$ cat src/rtl/lfp_pkg.sv
package lfp_pkg;

  // Widths of the slot arithmetic.
  localparam int DIV_W   = 34;
  localparam int DCNT_W  = 6;
  localparam int TOT_W   = 25;

  localparam logic [31:0] RANGE_MAGIC = 32'h4849534E;
  localparam logic [39:0] AREA_MAGIC  = 40'h5753696D75;
  localparam logic [8:0]  DEG_FULL    = 9'd360;

  localparam logic [1:0] KIND_POINT = 2'd0;
  localparam logic [1:0] KIND_AREA  = 2'd1;
  localparam logic [1:0] KIND_ERROR = 2'd2;

  localparam logic REG_MAX_DIST  = 1'b0;
  localparam logic REG_INT_LIMIT = 1'b1;

  localparam int RANGE_HEADER_BYTES_DEF = 16;
  localparam int AREA_FRAME_BYTES_DEF   = 23;

  typedef enum logic [4:0] {
    PH_HUNT   = 5'b00001,
    PH_HEAD   = 5'b00010,
    PH_POINTS = 5'b00100,
    PH_TAIL   = 5'b01000,
    PH_AREA   = 5'b10000
  } phase_t;

  typedef enum logic [8:0] {
    CS_IDLE  = 9'b000000001,
    CS_SPAN  = 9'b000000010,
    CS_MUL   = 9'b000000100,
    CS_SUM   = 9'b000001000,
    CS_DIVT  = 9'b000010000,
    CS_WAITT = 9'b000100000,
    CS_DIVF  = 9'b001000000,
    CS_WAITF = 9'b010000000,
    CS_FIN   = 9'b100000000
  } ctrl_state_t;

  typedef struct packed {
    logic busy;
    logic span_en;
    logic mul_en;
    logic sum_en;
    logic div_start;
    logic div_sel;
    logic tot_en;
    logic fin_en;
  } cmd_t;

  typedef struct packed {
    logic hdr_last;
    logic span_bad;
    logic div_done;
    logic out_free;
  } sts_t;

endpackage

$ cat src/rtl/lfp_div.sv
module lfp_div
  import lfp_pkg::*;
(
  input  logic             clk,
  input  logic             rst_n,
  input  logic             start,
  input  logic [DIV_W-1:0] dividend,
  input  logic [15:0]      divisor,
  output logic             done,
  output logic [DIV_W-1:0] quotient
);

  logic              busy_r, busy_nxt;
  logic [DCNT_W-1:0] cnt_r, cnt_nxt;
  logic [15:0]       rem_r, rem_nxt;
  logic [DIV_W-1:0]  quo_r, quo_nxt;
  logic              done_r, done_nxt;

  always_comb begin
    logic [16:0] shifted;
    logic        ge;
    busy_nxt = busy_r;
    cnt_nxt  = cnt_r;
    rem_nxt  = rem_r;
    quo_nxt  = quo_r;
    done_nxt = 1'b0;
    shifted  = {rem_r, quo_r[DIV_W-1]};
    ge       = shifted >= {1'b0, divisor};
    if (start) begin
      busy_nxt = 1'b1;
      cnt_nxt  = '0;
      rem_nxt  = '0;
      quo_nxt  = dividend;
    end else if (busy_r) begin
      rem_nxt = ge ? 16'(shifted - {1'b0, divisor}) : shifted[15:0];
      quo_nxt = {quo_r[DIV_W-2:0], ge};
      cnt_nxt = cnt_r + 1'b1;
      if (cnt_r == DCNT_W'(DIV_W - 1)) begin
        busy_nxt = 1'b0;
        done_nxt = 1'b1;
      end
    end
  end

  always_ff @(posedge clk) begin
    if (!rst_n) begin
      busy_r <= 1'b0;
      done_r <= 1'b0;
      cnt_r  <= '0;
    end else begin
      busy_r <= busy_nxt;
      done_r <= done_nxt;
      cnt_r  <= cnt_nxt;
    end
    rem_r <= rem_nxt;
    quo_r <= quo_nxt;
  end

  assign done     = done_r;
  assign quotient = quo_r;

endmodule

$ cat src/rtl/lfp_ctrl.sv
module lfp_ctrl
  import lfp_pkg::*;
(
  input  logic clk,
  input  logic rst_n,
  input  sts_t sts,
  output cmd_t cmd
);

  ctrl_state_t state_r, state_nxt;

  always_comb begin
    state_nxt = state_r;
    cmd       = '0;
    cmd.busy  = state_r != CS_IDLE;
    unique case (state_r)
      CS_IDLE:  if (sts.hdr_last) state_nxt = CS_SPAN;
      CS_SPAN: begin
        cmd.span_en = 1'b1;
        state_nxt   = CS_MUL;
      end
      CS_MUL: begin
        cmd.mul_en = 1'b1;
        state_nxt  = sts.span_bad ? CS_FIN : CS_SUM;
      end
      CS_SUM: begin
        cmd.sum_en = 1'b1;
        state_nxt  = CS_DIVT;
      end
      CS_DIVT: begin
        cmd.div_start = 1'b1;
        state_nxt     = CS_WAITT;
      end
      CS_WAITT: if (sts.div_done) begin
        cmd.tot_en = 1'b1;
        state_nxt  = CS_DIVF;
      end
      CS_DIVF: begin
        cmd.div_start = 1'b1;
        cmd.div_sel   = 1'b1;
        state_nxt     = CS_WAITF;
      end
      CS_WAITF: begin
        cmd.div_sel = 1'b1;
        if (sts.div_done) state_nxt = CS_FIN;
      end
      CS_FIN: if (sts.out_free) begin
        cmd.fin_en = 1'b1;
        state_nxt  = CS_IDLE;
      end
      default: state_nxt = CS_IDLE;
    endcase
  end

  always_ff @(posedge clk) begin
    if (!rst_n) begin
      state_r <= CS_IDLE;
    end else begin
      state_r <= state_nxt;
    end
  end

endmodule

$ cat src/rtl/lfp_dp.sv
module lfp_dp
  import lfp_pkg::*;
#(
  parameter int RANGE_HEADER_BYTES = RANGE_HEADER_BYTES_DEF,
  parameter int AREA_FRAME_BYTES   = AREA_FRAME_BYTES_DEF
) (
  input  logic        clk,
  input  logic        rst_n,
  input  cmd_t        cmd,
  output sts_t        sts,
  input  logic [15:0] max_distance,
  input  logic [15:0] intensity_limit,
  input  logic        in_valid,
  output logic        in_stall,
  input  logic [7:0]  in_stream_byte,
  output logic        out_valid,
  input  logic        out_stall,
  output logic [1:0]  out_result_kind,
  output logic [15:0] out_point_index,
  output logic [15:0] out_distance,
  output logic [15:0] out_intensity,
  output logic [15:0] out_scan_points,
  output logic        out_scan_end,
  output logic [7:0]  out_area_channel,
  output logic [7:0]  out_area_status
);

  localparam logic [15:0] TAIL_LEN = 16'(RANGE_HEADER_BYTES - 16);
  localparam logic [15:0] AREA_LEN = 16'(AREA_FRAME_BYTES);

  phase_t        phase_r, phase_nxt;
  logic [39:0]   win_r, win_nxt;
  logic [15:0]   cnt_r, cnt_nxt;
  logic [15:0]   start_r, start_nxt, end_r, end_nxt, pts_r, pts_nxt;
  logic [15:0]   pos_r, pos_nxt, ppf_r, ppf_nxt;
  logic [1:0]    lane_r, lane_nxt;
  logic [23:0]   pbytes_r, pbytes_nxt;
  logic [7:0]    ch_r, ch_nxt;
  logic signed [31:0] first_r;
  logic [15:0]   total16_r;
  logic signed [17:0] span_r;
  logic [TOT_W-1:0]   totp_r, total_r;
  logic [31:0]        proda_r;
  logic signed [33:0] prodb_r;
  logic               neg_r;
  logic [DIV_W-1:0]   mag_r;

  logic        out_valid_r;
  logic [1:0]  kind_r;
  logic [15:0] idx_r, dist_r, inten_r, slots_r;
  logic        end_flag_r;
  logic [7:0]  och_r, ost_r;

  logic        emit;
  logic [1:0]  e_kind;
  logic [15:0] e_idx, e_dist, e_inten, e_slots;
  logic        e_end;
  logic [7:0]  e_ch, e_st;

  logic             in_fire, out_take;
  logic             div_done;
  logic [DIV_W-1:0] quotient;

  assign out_take = out_valid_r && !out_stall;
  assign in_stall = cmd.busy || (out_valid_r && out_stall);
  assign in_fire  = in_valid && !in_stall;

  assign sts.hdr_last = in_fire && (phase_r == PH_HEAD) && (cnt_r >= 16'd15);
  assign sts.span_bad = (span_r <= 18'sd0) || (ppf_r == 16'd0);
  assign sts.div_done = div_done;
  assign sts.out_free = !out_valid_r || !out_stall;

  lfp_div u_div (
    .clk      (clk),
    .rst_n    (rst_n),
    .start    (cmd.div_start),
    .dividend (cmd.div_sel ? mag_r : DIV_W'(totp_r)),
    .divisor  (span_r[15:0]),
    .done     (div_done),
    .quotient (quotient)
  );

  // Byte parser.
  always_comb begin
    logic [39:0]        w;
    logic signed [33:0] slot;
    logic               last;
    phase_nxt  = phase_r;
    win_nxt    = win_r;
    cnt_nxt    = cnt_r;
    start_nxt  = start_r;
    end_nxt    = end_r;
    pts_nxt    = pts_r;
    pos_nxt    = pos_r;
    ppf_nxt    = ppf_r;
    lane_nxt   = lane_r;
    pbytes_nxt = pbytes_r;
    ch_nxt     = ch_r;
    emit = 1'b0; e_kind = KIND_POINT; e_idx = '0; e_dist = '0; e_inten = '0;
    e_slots = '0; e_end = 1'b0; e_ch = '0; e_st = '0;
    w    = {win_r[31:0], in_stream_byte};
    slot = $signed({{2{first_r[31]}}, first_r}) + $signed({18'd0, cnt_r});
    last = (17'(cnt_r) + 17'd1) >= {1'b0, pts_r};
    if (in_fire) begin
      unique case (phase_r)
        PH_HEAD: begin
          cnt_nxt = cnt_r + 16'd1;
          unique case (cnt_r)
            16'd4:   start_nxt = {in_stream_byte, 8'd0};
            16'd5:   start_nxt = {start_r[15:8], in_stream_byte};
            16'd6:   end_nxt   = {in_stream_byte, 8'd0};
            16'd7:   end_nxt   = {end_r[15:8], in_stream_byte};
            16'd8:   pts_nxt   = {in_stream_byte, 8'd0};
            16'd9:   pts_nxt   = {pts_r[15:8], in_stream_byte};
            16'd10:  pos_nxt   = {in_stream_byte, 8'd0};
            16'd11:  pos_nxt   = {pos_r[15:8], in_stream_byte};
            16'd12:  ppf_nxt   = {in_stream_byte, 8'd0};
            16'd13:  ppf_nxt   = {ppf_r[15:8], in_stream_byte};
            default: ;
          endcase
          if (cnt_r >= 16'd15) begin
            cnt_nxt    = '0;
            lane_nxt   = '0;
            pbytes_nxt = '0;
            if (pts_r == 16'd0) begin
              phase_nxt = (TAIL_LEN != 16'd0) ? PH_TAIL : PH_HUNT;
            end else begin
              phase_nxt = PH_POINTS;
            end
          end
        end
        PH_POINTS: begin
          if (lane_r != 2'd3) begin
            unique case (lane_r)
              2'd0:    pbytes_nxt[7:0]   = in_stream_byte;
              2'd1:    pbytes_nxt[15:8]  = in_stream_byte;
              default: pbytes_nxt[23:16] = in_stream_byte;
            endcase
            lane_nxt = lane_r + 2'd1;
          end else begin
            lane_nxt   = '0;
            pbytes_nxt = '0;
            cnt_nxt    = cnt_r + 16'd1;
            if (last) begin
              cnt_nxt   = '0;
              phase_nxt = (TAIL_LEN != 16'd0) ? PH_TAIL : PH_HUNT;
            end
            if (total16_r != 16'd0) begin
              emit    = 1'b1;
              e_slots = total16_r;
              e_end   = last && (end_r == 16'd0) && (pos_r == ppf_r);
              if (slot < 34'sd0 || slot >= $signed({18'd0, total16_r})) begin
                e_kind = KIND_ERROR;
              end else begin
                e_idx   = slot[15:0];
                e_dist  = (pbytes_r[15:0] > max_distance) ? max_distance
                                                          : pbytes_r[15:0];
                e_inten = ({in_stream_byte, pbytes_r[23:16]} > intensity_limit)
                          ? 16'd0 : {in_stream_byte, pbytes_r[23:16]};
              end
            end
          end
        end
        PH_TAIL: begin
          cnt_nxt = cnt_r + 16'd1;
          if (cnt_r + 16'd1 >= TAIL_LEN) begin
            cnt_nxt   = '0;
            phase_nxt = PH_HUNT;
          end
        end
        PH_AREA: begin
          cnt_nxt = cnt_r + 16'd1;
          if (cnt_r == 16'd5) ch_nxt = in_stream_byte;
          if (cnt_r == 16'd7) pbytes_nxt = {16'd0, in_stream_byte};
          if ((17'(cnt_r) + 17'd1) >= {1'b0, AREA_LEN}) begin
            emit       = 1'b1;
            e_kind     = KIND_AREA;
            e_ch       = ch_r;
            e_st       = (cnt_r == 16'd7) ? in_stream_byte : pbytes_r[7:0];
            cnt_nxt    = '0;
            pbytes_nxt = '0;
            phase_nxt  = PH_HUNT;
          end
        end
        default: begin
          win_nxt = w;
          if (w[31:0] == RANGE_MAGIC) begin
            win_nxt   = '0;
            cnt_nxt   = 16'd4;
            phase_nxt = PH_HEAD;
          end else if (w == AREA_MAGIC) begin
            win_nxt    = '0;
            cnt_nxt    = 16'd5;
            pbytes_nxt = '0;
            ch_nxt     = '0;
            phase_nxt  = PH_AREA;
          end
        end
      endcase
    end
    if (cmd.fin_en && (sts.span_bad || total_r == '0 || total_r > TOT_W'(65535))) begin
      emit   = 1'b1;
      e_kind = KIND_ERROR;
    end
  end

  // Slot arithmetic and registers.
  always_ff @(posedge clk) begin
    logic [17:0]        diff;
    logic signed [16:0] dpos;
    logic signed [33:0] num;
    logic               ok;
    diff = {2'b0, end_r} - {2'b0, start_r};
    dpos = $signed({1'b0, pos_r}) - $signed({1'b0, pts_r});
    num  = $signed({2'b0, proda_r}) + prodb_r;
    ok   = !sts.span_bad && total_r != '0 && total_r <= TOT_W'(65535);
    if (!rst_n) begin
      phase_r     <= PH_HUNT;
      win_r       <= '0;
      cnt_r       <= '0;
      start_r     <= '0;
      end_r       <= '0;
      pts_r       <= '0;
      pos_r       <= '0;
      ppf_r       <= '0;
      lane_r      <= '0;
      pbytes_r    <= '0;
      ch_r        <= '0;
      first_r     <= '0;
      total16_r   <= '0;
      out_valid_r <= 1'b0;
    end else begin
      phase_r  <= phase_nxt;
      win_r    <= win_nxt;
      cnt_r    <= cnt_nxt;
      start_r  <= start_nxt;
      end_r    <= end_nxt;
      pts_r    <= pts_nxt;
      pos_r    <= pos_nxt;
      ppf_r    <= ppf_nxt;
      lane_r   <= lane_nxt;
      pbytes_r <= pbytes_nxt;
      ch_r     <= ch_nxt;
      if (cmd.fin_en) begin
        total16_r <= ok ? total_r[15:0] : 16'd0;
        if (neg_r) begin
          first_r <= (quotient > DIV_W'(34'h080000000)) ? 32'sh80000000
                                                         : -$signed(quotient[31:0]);
        end else begin
          first_r <= (quotient > DIV_W'(34'h07FFFFFFF)) ? 32'sh7FFFFFFF
                                                         : $signed(quotient[31:0]);
        end
      end
      if (emit) begin
        out_valid_r <= 1'b1;
      end else if (out_take) begin
        out_valid_r <= 1'b0;
      end
    end
    if (cmd.span_en) begin
      span_r <= diff[17] ? $signed(diff + 18'(DEG_FULL)) : $signed(diff);
    end
    if (cmd.mul_en) begin
      totp_r  <= ppf_r * DEG_FULL;
      proda_r <= start_r * ppf_r;
      prodb_r <= dpos * $signed({1'b0, span_r[15:0]});
    end
    if (cmd.sum_en) begin
      neg_r <= num[33];
      mag_r <= num[33] ? DIV_W'(-num) : DIV_W'(num);
    end
    if (cmd.tot_en) begin
      total_r <= quotient[TOT_W-1:0];
    end
    if (emit) begin
      kind_r     <= e_kind;
      idx_r      <= e_idx;
      dist_r     <= e_dist;
      inten_r    <= e_inten;
      slots_r    <= e_slots;
      end_flag_r <= e_end;
      och_r      <= e_ch;
      ost_r      <= e_st;
    end
  end

  assign out_valid        = out_valid_r;
  assign out_result_kind  = kind_r;
  assign out_point_index  = idx_r;
  assign out_distance     = dist_r;
  assign out_intensity    = inten_r;
  assign out_scan_points  = slots_r;
  assign out_scan_end     = end_flag_r;
  assign out_area_channel = och_r;
  assign out_area_status  = ost_r;

endmodule

$ cat src/rtl/lidar_frame_parser.sv
// Ordinary bytes are taken one per cycle unless stalled; a result appears in the cycle
// after its byte. The last header byte of a range frame starts the slot arithmetic,
// during which no byte is taken: set-up, two 34-step divisions each waited on, and a
// finish that waits while a result is stalled; a bad span skips from multiply to finish.
// A result held under an output stall blocks the input. Synchronous active-low reset
// returns the parser to magic hunting and sets both limit registers to 65535.
module lidar_frame_parser
  import lfp_pkg::*;
#(
  parameter int RANGE_HEADER_BYTES = RANGE_HEADER_BYTES_DEF,
  parameter int AREA_FRAME_BYTES   = AREA_FRAME_BYTES_DEF
) (
  input  logic        clk,
  input  logic        rst_n,
  input  logic        psel,
  input  logic        penable,
  input  logic        pwrite,
  input  logic [2:0]  paddr,
  input  logic [31:0] pwdata,
  output logic [31:0] prdata,
  output logic        pready,
  input  logic        in_valid,
  output logic        in_stall,
  input  logic [7:0]  in_stream_byte,
  output logic        out_valid,
  input  logic        out_stall,
  output logic [1:0]  out_result_kind,
  output logic [15:0] out_point_index,
  output logic [15:0] out_distance,
  output logic [15:0] out_intensity,
  output logic [15:0] out_scan_points,
  output logic        out_scan_end,
  output logic [7:0]  out_area_channel,
  output logic [7:0]  out_area_status
);

  // The two limit registers sit at byte addresses 0 and 4; a write transfer
  // completes in its access phase, and reads return the stored limit.
  logic [15:0] max_dist_r, int_limit_r;
  cmd_t        cmd;
  sts_t        sts;

  assign pready = 1'b1;
  assign prdata = {16'd0, (paddr[2] == REG_INT_LIMIT) ? int_limit_r : max_dist_r};

  always_ff @(posedge clk) begin
    if (!rst_n) begin
      max_dist_r  <= 16'hFFFF;
      int_limit_r <= 16'hFFFF;
    end else if (psel && penable && pwrite) begin
      if (paddr[2] == REG_MAX_DIST) begin
        max_dist_r <= pwdata[15:0];
      end else begin
        int_limit_r <= pwdata[15:0];
      end
    end
  end

  // The controller sequences the per-frame slot arithmetic; the datapath
  // parses bytes and owns the output register.
  lfp_ctrl u_ctrl (
    .clk   (clk),
    .rst_n (rst_n),
    .sts   (sts),
    .cmd   (cmd)
  );

  lfp_dp #(
    .RANGE_HEADER_BYTES (RANGE_HEADER_BYTES),
    .AREA_FRAME_BYTES   (AREA_FRAME_BYTES)
  ) u_dp (
    .clk              (clk),
    .rst_n            (rst_n),
    .cmd              (cmd),
    .sts              (sts),
    .max_distance     (max_dist_r),
    .intensity_limit  (int_limit_r),
    .in_valid         (in_valid),
    .in_stall         (in_stall),
    .in_stream_byte   (in_stream_byte),
    .out_valid        (out_valid),
    .out_stall        (out_stall),
    .out_result_kind  (out_result_kind),
    .out_point_index  (out_point_index),
    .out_distance     (out_distance),
    .out_intensity    (out_intensity),
    .out_scan_points  (out_scan_points),
    .out_scan_end     (out_scan_end),
    .out_area_channel (out_area_channel),
    .out_area_status  (out_area_status)
  );

endmodule

$ cat config.mk
export PLATFORM = sky130hd
export DESIGN_NAME = lidar_frame_parser
export DESIGN_NICKNAME = d
export VERILOG_FILES = /design/src/rtl/lfp_pkg.sv /design/src/rtl/lfp_div.sv /design/src/rtl/lfp_ctrl.sv /design/src/rtl/lfp_dp.sv /design/src/rtl/lidar_frame_parser.sv
export SDC_FILE = /design/constraint.sdc
export NUM_CORES = 2
export LEC_CHECK = 0
export ABC_AREA = 0
export BUFFER_PORTS_ARGS = -buffer_cell sky130_fd_sc_hd__buf_4
export CORE_AREA = 2 2 298 300
export CTS_BUF_LIST = sky130_fd_sc_hd__clkbuf_8
export DETAILED_ROUTE_END_ITERATION = 8
export DIE_AREA = 0 0 300 302
export GPL_TIMING_DRIVEN = 1
export PLACE_DENSITY = 0.83
export SLEW_MARGIN = 20
export SYNTH_ARGS = -nofsm -noshare
export SYNTH_HDL_FRONTEND = slang
export SYNTH_SLANG_ARGS = --single-unit
$ cat constraint.sdc
create_clock -name clk -period 11.8 [get_ports clk]
set_clock_uncertainty 0.2 [all_clocks]
set_input_delay 0 -clock clk [delete_from_list [all_inputs] [get_ports clk]]
set_output_delay 0 -clock clk [all_outputs]
set_load 0.02 [all_outputs]
Yosys cells after proc, flatten, opt, wreduce, memory -nomap -nowiden
Index checks and enable logic that the tools add are counted.
Cells by class
  reductions and logical operators: 73
  order comparisons: 14
  multipliers: 3
  eq/ne operators: 46
  multiplexer cells: 87
  bitwise operators: 14
  add/sub/neg operators: 12
Operators by type and width (count)
  two-way mux 16 bit: 11
  two-way mux 32 bit: 5
  one-hot mux 16 bit (2 select lines): 5
  two-way mux 24 bit: 6
  two-way mux 34 bit: 3
  equality test 16 x 4 -> 1 bit, second input constant: 6
  one-hot mux 24 bit (4 select lines): 1
  one-hot mux 9 bit (9 select lines): 1
  equality test 16 x 3 -> 1 bit, second input constant: 4
  one-hot mux 16 bit (4 select lines): 1
  two-way mux 8 bit: 7
  logical NOT 16 bit: 3
  two-way mux 9 bit: 5
  equality test 40 x 39 -> 1 bit, second input constant: 1
  two-way mux 5 bit: 7
  adder 33 x 34 -> 34 bit: 1
  >= comparator 17 x 16 -> 1 bit: 2
  >= comparator 34 x 17 -> 1 bit: 1
  greater-than comparator 34 x 31 -> 1 bit, second input constant: 1
  greater-than comparator 34 x 32 -> 1 bit, second input constant: 1
  < comparator 34 x 1 -> 1 bit, second input constant: 1
  multiplier 17 x 17 -> 34 bit: 1
  negation 34 bit: 1
  subtractor 16 x 16 -> 17 bit: 2
  70 further kinds: 172
Word-level totals
  logic and storage cells: 296
  output and inout bits: 118
  register bits: 564
  bits of input ports: 50

Depth between registers and ports, before layout
  depth in word-level cells: 8
  mapped depth: 36
  gate-level depth less buffers: 36

Cells and area by module
Synthesis repeated with hierarchy kept, for this count alone.
Unflattened totals
  cells, all modules: 5515
  area total of the unflattened synthesis: 52071.2 µm²
Modules (own cells, without submodules)
  lfp_dp: seq. area each 11781.3 µm², cells an instance 4938, instances 1, area each 46215.6 µm²
  lfp_div: seq. area each 1501.4 µm², cells an instance 337, instances 1, area each 3514.6 µm²
  lidar_frame_parser: seq. area each 640.6 µm², cells an instance 161, instances 1, area each 1691.6 µm²
  lfp_ctrl: seq. area each 180.2 µm², cells an instance 79, instances 1, area each 649.4 µm²

Worst setup path after synthesis
Ideal clock, no wire load.
  path type: reg2reg
  start point: register u_ctrl.state_r[5]
  end point: register u_ctrl.state_r[3]
  data arrival time: 10.722 ns
  clock period less this slack: 11.019 ns
  path buffers: 0
  stages on the path, launching flop included: 5
  setup time: 0.097 ns
  path slack: 0.781 ns
  required time: 11.503 ns
  cell sequence: dfxtp_1 -> nor3_1 -> nand3b_1 -> nor4b_1 -> nor4bb_1
On the way
  longest elaborated chain between the ends: 8
  elaborated cells between the ends (all ways): 21
  those cells by class: 14 x eq/ne; 1 x mux; 6 x reduce/logical
Ends and longest elaborated chain
  from (decl): RTL line lfp_ctrl.sv:10  | ctrl_state_t state_r, state_nxt;
  from (signal assigned): RTL line lfp_ctrl.sv:59  | state_r <= state_nxt;
  inequality test 9 x 1 -> 1 bit: RTL line lfp_ctrl.sv:15  | cmd.busy = state_r != CS_IDLE;
  logical OR 1 bit: RTL line lfp_dp.sv:65  | assign in_stall = cmd.busy || (out_valid_r && out_stall);
  logical NOT 1 bit: RTL line lfp_dp.sv:66  | assign in_fire = in_valid && !in_stall;
  logical AND 1 bit: RTL line lfp_dp.sv:66
  logical AND 1 bit (2 in a row): RTL line lfp_dp.sv:68  | assign sts.hdr_last = in_fire && (phase_r == PH_HEAD) && (cnt_r >= 16'd15);
  inequality test 2 bit (no source line)
  AND reduction 4 bit (no source line)
Parallel ways exist; a longest one is shown, timed or not.
A chain may end at the register's enable or synchronous reset.

Worst setup path after layout
  start point: register u_dp.pts_r[1]
  end point: register u_dp.prodb_r[33] (data pin)
On the way
  longest elaborated chain between the ends: 2
Ends and longest elaborated chain
  from (decl): RTL line lfp_dp.sv:34  | logic [15:0] start_r, start_nxt, end_r, end_nxt, pts_r, pts_nxt;
  from (signal assigned): RTL line lfp_dp.sv:238  | pts_r <= pts_nxt;
  subtractor 16 x 16 -> 17 bit: RTL line lfp_dp.sv:214  | dpos = $signed({1'b0, pos_r}) - $signed({1'b0, pts_r});
  multiplier 17 x 17 -> 34 bit: RTL line lfp_dp.sv:266  | prodb_r <= dpos * $signed({1'b0, span_r[15:0]});
  to (signal assigned): RTL line lfp_dp.sv:266
  to (decl): RTL line lfp_dp.sv:44  | logic signed [33:0] prodb_r;
Every way passes these cells.

==> results.yml <==
global_route:
  grt_max_degree: 84
  grt_overflow: 0
  track_usage_pct: 30.5
  grt_pass1_wl_um: 220000
  antenna_found_initial: 5
  grt_pass1_vias: 41800
setup_path:
  cp_common_cell: "fa_1"
  max_stage_delay_ns: 0.89
  cp.required_ns: 12.04
  crit_fanout: 16
  endpoint_kind: "flop"
  crit_slowest_cell: "o41ai_1"
  reg2reg_depth: 33
  start_kind: "flop"
  arrival_ns: 11.14
  critical_path_class: "flop to flop"
floorplan:
  core_area_mm2: 0.0876
  die_area_mm2: 0.0906
  io_pins: 168
  start_util_pct: 58.5
  dieHeight_um: 302
  dieWidth_um: 300
  row_count: 109
min_path:
  min_path_cells: 3
  hold_class: "input port to flop"
clock_tree:
  path_clk_slew_ns: 0.07
  h-tree-depth: 3
  insertion_delay_ns: 0.77
  postCtsSetupRepairBufs: 0
  cts_tree: "built"
  cts_buffers: 92
  cts_buffer_depth: 3
  root_buffer: "clkbuf_8"
  cts_resized: 0
  clock-sinks: 563
synth:
  synth-compound-area-share_pct: 11.4
  synth_edf_count: 283
  ys.flop_type: "edfxtp_1"
  avgSynthCellArea_um2: 9.09
  yosys_warnings: 0
  synth_xor_area_share_pct: 3.90
  synth_mux_area_share_pct: 2.23
  synth_top_family_by_area: "adder cells"
  synth_seq_area_share_pct: 27.5
  synth-seq-cells: 563
  synthSimpleGateAreaFrac_pct: 17.2
  synth_area_mm2: 0.0512
  synthAdderAreaFrac_pct: 29.6
  yosys.cell_types.count: 86
  async_reset_ff_share_pct: 0
  synthCells: 5631
drt:
  met3_length_um: 12500
  num_vias: 41900
  highest_layer: "met5"
  drtPass1Iterations: 8
  ant_nets: 0
  drtIter0Drc: 4026
  wl_met2_um: 64100
  routed_via_density: 6.02
  postRouteWirelength_um: 138000
  wl_met1_um: 53300
  wl_per_cell_um: 19.8
  drc: 0
pwr:
  p_per_area_mw_per_mm2: 73.8
  leakage_nw: 26.5
  peakVddDrop_uv: 84.6
  total_power_w: 0.00412
run_status:
  status: "finished clean"
flow_run:
  maxCapViolations: 0
sta:
  setup_viol: 0
  worstMarginPinSlew_ns: 1.14
  finalCritPeriodShare_pct: 92.4
  slew-limit-headroom_pct: 24.0
  period_minus_slack_ns: 10.91
  whs_ns: 0.0560
  slew_violations: 0
  rsz0062_at_grt: "no"
  hold_viol_final: 0
  fmax_mhz: 91.7
  fin_tns_setup_ns: 0
placed_design:
  gp_congestion: 0.994
  port_buffers: 132
  dp_hpwl_um: 99800
  dpl.cell_count: 6716
final_layout:
  fin_nets: 6670
  layout_common_cells: "inv_1, nand2_1, fa_1"
  final_cells: 6962
  final_layout_size_suffix_gt1_share_pct: 6.61
  syn_to_final_growth_pct: 9.02
  fillers: 6788
  mostFrequentLayoutCell: "inv_1"
state kept, by name, indices dropped and copies added (netlist names), 18 cells and up:
name and cells:
u_dp.span_r 18, u_dp.totp_r 22, u_dp.u_div.quotient 34, u_dp.mag_r 34
u_dp.total_r 25, u_dp.first_r 32, u_dp.win_r 32, u_dp.prodb_r 34
u_dp.pbytes_r 24, u_dp.proda_r 32
cells by family (layout without fill, tap and decap cells):
kind of cell / count (synthesis) / in the layout
AO/OA/AOI/OAI: 900 / 900
XOR/XNOR: 228 / 228
adder cells (fa/ha/maj): 908 / 908
buffers and inverters: 1088 / 1233
flip-flops: 563 / 563
multiplexers: 114 / 114
other: 2 / 23
AND/OR/NAND/NOR: 1828 / 1828
repair_timing:
action,4_1_cts,5_1_grt
setup endpoints to repair,0,0
hold buffers,66,0
hold endpoints to repair,255,0
cell type report:
type	count	area (um^2)	share of cell area, %
timing repair buffer	264	2170	3.88
multi-input combinational	3995	33100	59.4
sequential	563	14100	25.3
tap	1165	1460	2.61
inverter	796	2990	5.36
clock buffer	97	1340	2.39
clock inverter	76	624	1.12
antenna	6	15.0	0.0269
synthesized netlist by cell type (all sizes together) (6+ instances only):
cell type	number	share of area (%)
a2111oi	8	0.14
a211o	11	0.19
a211oi	55	0.82
a21boi	19	0.28
a21o	78	1.1
a21oi	194	1.9
a22o	13	0.22
a22oi	62	0.91
a311oi	17	0.29
a31oi	21	0.26
and2	243	3.0
and3	65	0.79
and4	6	0.10
buf	34	0.37
clkbuf	258	1.9
dfxtp	280	11
edfxtp	283	17
fa	504	20
ha	404	9.9
inv	795	5.8
mux2i	112	2.2
nand2	603	4.4
nand2b	44	0.54
nand3	108	1.1
nand3b	8	0.12
nand4	52	0.64
nor2	417	3.1
nor2b	39	0.48
nor3	87	0.88
nor3b	26	0.38
nor4	42	0.51
nor4b	16	0.27
o211ai	52	0.77
o21a	29	0.43
o21ai	238	2.3
o21bai	18	0.26
o22ai	6	0.073
o31ai	12	0.18
o41ai	13	0.22
or2	16	0.20
or3	34	0.43
xnor2	159	2.7
xor2	69	1.2
through the flow:
step / area, um^2 / worst slack, ns / utilization (%)
global route: 55800 / 0.133 / 63.8
global placement: 53100 / 1.45 / 60.7
finish: 55800 / 0.894 / 63.8
detailed placement: 53100 / 1.26 / 60.7
floorplan: 51300 / 0.781 / -
CTS: 55800 / 1.18 / 63.7
power breakdown:
part / switching [W] / internal, W / leakage (nW)
Clock: 0.000859 / 0.000975 / 1.12
Sequential: 0.0000147 / 0.00205 / 5.39
Combinational: 0.000138 / 0.0000821 / 20.0
per-layer routing:
metal	vias up	track usage (%)
li1	18900	-
met1	20300	38.7
met2	2150	49.9
met3	588	5.57
met4	2	16.2
met5	-	0
worst paths after layout:
check / from / end / slack [ns]
worst max-delay path: u_dp.pts_r[1] / u_dp.prodb_r[33] / 0.89
worst min-delay path: rst_n / max_dist_r[0] / 0.06
worst max register to register: u_dp.pts_r[1] / u_dp.prodb_r[33] / 0.89
worst min register to register: u_dp.win_r[29] / u_dp.win_r[29] / 0.26
critical path, delay by kind of cell, from the launching register on:
family                     cells  cell delay [ns]
DFF                            1             0.40
AOI/OAI and AO/OA             15             5.07
xor gates and xnor gates       1             0.09
and+or+nand+nor                5             0.88
adders and majority gates      8             3.72
buffers and inverters          4             0.24
Power figures use the tool's default switching activity.
